**config.mk**
```make
export PLATFORM = sky130hd
export DESIGN_NAME = pcrmv_queue
export DESIGN_NICKNAME = d
export VERILOG_FILES = /design/src/pcrmv_pkg.sv /design/src/pcrmv_queue.sv
export SDC_FILE = /design/constraint.sdc
export NUM_CORES = 1
export LEC_CHECK = 0
export BUFFER_PORTS_ARGS = -buffer_cell sky130_fd_sc_hd__buf_2
export CAP_MARGIN = 40
export CORE_ASPECT_RATIO = 0.6
export CORE_MARGIN = 2
export CORE_UTILIZATION = 46
export CTS_CLUSTER_SIZE = 24
export DETAILED_ROUTE_END_ITERATION = 16
export PLACE_DENSITY = 0.74
export SYNTH_ARGS = -nofsm -noshare
export SYNTH_HDL_FRONTEND = slang
export SYNTH_SLANG_ARGS = --single-unit
```
**constraint.sdc**
```tcl
create_clock -name clock -period 2.1 [get_ports clock]
set_clock_uncertainty 0.15 [all_clocks]
set_input_delay 0.42 -clock clock [delete_from_list [all_inputs] [get_ports clock]]
set_output_delay 0.42 -clock clock [all_outputs]
set_load 0.005 [all_outputs]
```
**src/pcrmv_pkg.sv**
```systemverilog
// Shared types, widths and constants of the per-channel mean/variance block.
`default_nettype none

package pcrmv_pkg;

   // field widths
   localparam int CHAN_W   = 6;
   localparam int SAMPLE_W = 32;
   localparam int COUNT_W  = 32;
   localparam int MEAN_W   = 32;
   localparam int M2_W     = 63;

   // channel table size and the width that holds its largest value
   localparam int DEFAULT_NUM_CHANNELS = 64;
   localparam int LIMIT_W              = 13;

   // command queue between the front and back parts
   localparam int QUEUE_DEPTH = 2;

   // divider: one quotient bit per step over a 33-bit magnitude
   localparam int DIV_STEPS = 33;
   localparam int DIV_CNT_W = 6;

   localparam logic [M2_W-1:0]    M2_MAX    = {M2_W{1'b1}};
   localparam logic [COUNT_W-1:0] COUNT_MAX = {COUNT_W{1'b1}};

   // what the back part does with a queued word
   typedef enum logic [1:0] {
      OP_ADD,
      OP_READ,
      OP_DROP
   } op_type;

   typedef struct packed {
      op_type                op;
      logic [CHAN_W-1:0]     channel;
      logic [SAMPLE_W-1:0]   sample;
   } cmd_type;

   // one channel record as stored and as returned
   typedef struct packed {
      logic                  valid;
      logic [COUNT_W-1:0]    count;
      logic [MEAN_W-1:0]     mean;
      logic [M2_W-1:0]       m2;
   } rec_type;

   typedef enum logic [3:0] {
      ST_CLEAR,
      ST_IDLE,
      ST_EXAM,
      ST_DIV,
      ST_MEAN,
      ST_MUL_LO,
      ST_MUL_HI,
      ST_SUM,
      ST_ACC,
      ST_DONE
   } back_state_type;

endpackage

`default_nettype wire

```
**src/pcrmv_queue.sv**
```systemverilog
// Short command queue that decouples the front part from the back part.
`default_nettype none

module pcrmv_queue (
   input  wire logic                clock,
   input  wire logic                reset,
   input  wire logic                push,
   input  wire pcrmv_pkg::cmd_type  push_cmd,
   input  wire logic                pop,
   output pcrmv_pkg::cmd_type       head,
   output logic                     empty,
   output logic                     full
);

   localparam int PTR_W = (pcrmv_pkg::QUEUE_DEPTH > 1) ? $clog2(pcrmv_pkg::QUEUE_DEPTH) : 1;
   localparam int CNT_W = $clog2(pcrmv_pkg::QUEUE_DEPTH + 1);

   pcrmv_pkg::cmd_type     slot_ff [pcrmv_pkg::QUEUE_DEPTH];
   logic [PTR_W-1:0]       wr_ptr_ff, wr_ptr_in;
   logic [PTR_W-1:0]       rd_ptr_ff, rd_ptr_in;
   logic [CNT_W-1:0]       cnt_ff, cnt_in;
   logic                   do_push, do_pop;

   assign empty   = cnt_ff == '0;
   assign full    = cnt_ff == CNT_W'(pcrmv_pkg::QUEUE_DEPTH);
   assign do_push = push && !full;
   assign do_pop  = pop && !empty;
   assign head    = slot_ff[rd_ptr_ff];

   // advance pointers and fill count
   always_comb begin
      wr_ptr_in = wr_ptr_ff;
      rd_ptr_in = rd_ptr_ff;
      cnt_in    = cnt_ff;
      if (do_push) begin
         wr_ptr_in = (wr_ptr_ff == PTR_W'(pcrmv_pkg::QUEUE_DEPTH - 1)) ? '0 : wr_ptr_ff + 1'b1;
      end
      if (do_pop) begin
         rd_ptr_in = (rd_ptr_ff == PTR_W'(pcrmv_pkg::QUEUE_DEPTH - 1)) ? '0 : rd_ptr_ff + 1'b1;
      end
      if (do_push && !do_pop) begin
         cnt_in = cnt_ff + 1'b1;
      end else if (do_pop && !do_push) begin
         cnt_in = cnt_ff - 1'b1;
      end
   end

   always_ff @(posedge clock) begin
      if (reset) begin
         wr_ptr_ff <= '0;
         rd_ptr_ff <= '0;
         cnt_ff    <= '0;
      end else begin
         wr_ptr_ff <= wr_ptr_in;
         rd_ptr_ff <= rd_ptr_in;
         cnt_ff    <= cnt_in;
      end
   end

   // store pushed words
   always_ff @(posedge clock) begin
      if (do_push) begin
         slot_ff[wr_ptr_ff] <= push_cmd;
      end
   end

endmodule

`default_nettype wire

```
# Word level (Yosys, flattened, before mapping)
# Memories as Yosys holds them, arrays and structs flattened. A register that Yosys moved wholly into a read port is not among the register bits.
# Index checks and enable logic that the tools add are counted.
[totals]
inputBits = 44
elab_cells = 27
regBits = 4
n_memories = 1
ramBits = 80
[classes]
n_reduce_logical = 10
addsub = 4
mux = 8
n_eq_ne = 1
[mem_list]
columns = ["memory", "depth", "word_bits", "rd", "rd_ports_with_merged_regs", "write_ports", "line_no", "text"]
rows = [
  ["slot_ff", 2, 40, 1, 1, 1, "pcrmv_queue.sv:18", "pcrmv_pkg::cmd_type slot_ff [pcrmv_pkg::QUEUE_DEPTH];"],
]
[ops]
columns = ["op", "n"]
rows = [
  ["$mux W1", 6],
  ["$logic_and A1 B1 Y1", 4],
  ["$logic_not A1 Y1", 4],
  ["$mux W2", 2],
  ["$add A1 B1 Y1 const B", 2],
  ["$add A2 B1 Y2 const B", 1],
  ["$eq A2 B2 Y1 const B", 1],
  ["$logic_not A2 Y1", 1],
  ["$reduce_bool A2 Y1", 1],
  ["$sub A2 B1 Y2 const B", 1],
]

# Logic depth before layout (Yosys ltp)
[logic_depth]
depth_word = 7
ltp_mapped = 6
depth_no_buf = 6

# Worst setup path before layout
# OpenSTA, ideal clock, no wires.
[synth_timing]
path_type = "input -> register"
from = "input push"
to = "memory slot_ff[0][0] (netlist name), enable pin"
cell_stages = 3
slack_ns = -0.058
t_arrival_ns = 1.614
path_cell_list = "inv_1 > or3_1 > inv_1"
[synth_between]
elab_chain_cells = 3
[synth_lines]
columns = ["item", "line_no", "text"]
rows = [
  ["from (decl)", "pcrmv_queue.sv:7", "input wire logic push,"],
  ["$logic_and A1 B1 Y1", "pcrmv_queue.sv:26", "assign do_push = push && !full;"],
  ["$mux W1", "pcrmv_queue.sv:62", "if (do_push) begin"],
  ["$mux W1 (not written as such)", "pcrmv_queue.sv:63", "slot_ff[wr_ptr_ff] <= push_cmd;"],
  ["to (decl)", "pcrmv_queue.sv:18", ""],
]
# Every way passes these cells.

==> qor.csv <==
metric,value,unit
Routed Wire Length,4920,um
Layout Nets,290,
worst slew pin tran,0.321,ns
"Hold Vio Cnt, Final",0,
post-route cell area,3920,um^2
DR vias,1600,
initial drt markers,49,
fin. max-slew vios,0,
total grt overflow,0,
Die X,110,um
HP Class,in2reg,
Seq cells post-synth,85,
first-pass GRT wire length,7200,um
antenna-violating nets left,0,
R2R depth,4,
syn nets,194,
height of the die,67.5,um
Filler cells,515,
final non-filler cell total,337,
CP peak stage delay,0.38,ns
endpoint type of the worst setup path,output pin,
crit path launch type,flip-flop,
Max-slew headroom,0.784,
Tmin final,1.98,ns
post-synthesis cell count,149,
most frequent cells in the layout,"buf_2, edfxtp_1, mux2_2, clkbuf_8, nor2_1",
largest net degree at the start of global routing,41,
register area share after synthesis,0.810,
CP required,1.53,ns
Lkg Pwr,1.47,nW
clk root buf,clkbuf_8,
post-CTS sizing,0,
maximum achievable frequency,505,MHz
Max-cap violations,0,
n_diodes,0,
vias per cell,4.75,
RSZ-0062 raised after global routing,no,
DRC viols,0,
area of the die,7410,um^2
worst-path cell chain,buf_6 > mux2_2 > buf_2,
Initial Utilization,0.469,
CTS Hold Bufs,0,
final setup vio count,0,
YS warnings,0,
"slowest stage cell, crit path",mux2_2,
1st-pass router iterations,4,
I/O Pins,86,
layout cells sized above 1,0.588,
period utilisation layout,0.944,
vias in the first global route,1522,
initial antenna violation count,0,
worst-path fanout max,21,
dpl hpwl,3240,um
"CP delay by family, top",multiplexers,
synthesized area per cell,20.7,um^2
Worst-path clk slew,0.08,ns
mapped cell area,3090,um^2
Critical Path AT,1.41,ns
Hold Crit Start,push_cmd[16],
worst path bufs/invs,2,
hold endpoint,slot_ff[0][16],
Placeable Area,6590,um^2
DP Area,3670,um^2
"commonest non-fill, non-tap cell in the layout",buf_2,
postcts setup bufs,0,
worst r2r dst,slot_ff[0][36],
count of input and output buffers,85,
Cell Rows,23,
synth unique cells,13,
CTS tree,done,
status,finished clean,
Reg2Reg Setup Slack,0.40,ns
CTS buffer count,9,
PwrDens,1180,nW/um^2
Syn-to-layout area delta,26.7,%
type of the worst setup path,reg2out,
setup tns final,0,ns
Clock Sinks,85,
clock tree buffer depth,2,
final RePlAce weighted congestion,0.702,
CTS H-tree depth,3,
total global-route track usage,0.140,
later-pin clock latency in the skew report,0.34,ns
Inst Count DP,321,
Worst Hold Path Cells,1,
VDD IR max,0.553,mV
Worst R2R Start,cnt_ff[1],
drt wl/cell,14.6,um
-- logic make-up (layout without fill, tap and decap cells) --
kind of cell,Yosys count,after routing,synth area share
simple gates,9,9,0.0150
compound gates,5,5,0.00810
mux,40,40,0.146
flops,85,85,0.810
buf+inv,6,107,0.00891
xor+xnor,3,3,0.00850
fa+ha+maj,1,1,0.00405
-- worst register-to-register path, stage by stage, from the launching register on --
cell	delay, ns
dfxtp_1	0.34
nor2b_2	0.18
or3_1	0.37
clkinvlp_4	0.11
buf_12	0.23
-- synthesized netlist by cell type --
master     n  area share
a21oi_1    2      0.0032
inv_1      2      0.0024
buf_2      4      0.0065
nor2_1     5      0.0061
and2_1     1      0.0020
mux2_2    40        0.15
o21ai_0    3      0.0049
ha_1       1      0.0040
or3_1      2      0.0040
nor2b_2    1      0.0028
dfxtp_1    5       0.032
xor2_1     3      0.0085
edfxtp_1  80        0.78
-- per-layer routing --
metal / track usage / vias to the layer above / part of all wire
met3: 0.0724 / 7 / 0.10
li1: - / 772 / -
met1: 0.172 / 754 / 0.46
met2: 0.209 / 67 / 0.43
met4: 0.0617 / 0 / 0.012
met5: 0 / - / 0
-- how the worst max path moves through the flow --
| stage | startpoint | to | slack [ns] | depth (start not counted) |
|---|---|---|---|---|
| global placement | push | slot_ff[0][15] | 0.34 | 5 |
| detailed placement | push | slot_ff[0][35] | 0.33 | 5 |
| global route | flip-flop | head[1] | 0.04 | 3 |
| finish | flip-flop | head[21] | 0.12 | 3 |
| CTS | flip-flop | head[21] | 0.03 | 3 |
| floorplan | push | slot_ff[0][0] | 0.27 | 3 |
-- metrics by stage --
step / worst slack [ns] / utilization / hold WS, ns / power [mW]
after floorplan: 0.275 / - / 0.302 / 2.86
after global placement: 0.344 / 0.556 / 0.325 / 3.31
after detailed placement: 0.329 / 0.556 / 0.338 / 3.33
after CTS: 0.0255 / 0.593 / 0.0886 / 4.68
after global routing: 0.0384 / 0.594 / 0.0813 / 4.88
final: 0.118 / 0.594 / 0.111 / 4.63
-- power breakdown --
part / total [mW] / internal (mW) / switching [mW]
logic: 1.09 / 0.572 / 0.517
registers: 2.20 / 2.13 / 0.0683
clock network: 1.34 / 0.824 / 0.521
-- final cells by class --
cell class | instances | area [um^2] | area share
flip-flops and latches | 85 | 2500 | 0.639
multi-input cells | 58 | 562 | 0.143
repair buffers | 89 | 488 | 0.125
clock buffers | 12 | 145 | 0.0371
well taps | 87 | 109 | 0.0278
clock inverters | 4 | 97.6 | 0.0249
inverters | 2 | 11.3 | 0.00288
-- state kept, by name, summed over array words and instances, names as in the netlist, named ones only --
name / flops
wr_ptr_ff: 1
cnt_ff: 2
rd_ptr_ff: 1
slot_ff: 80
(Power assumes the default switching activity.)
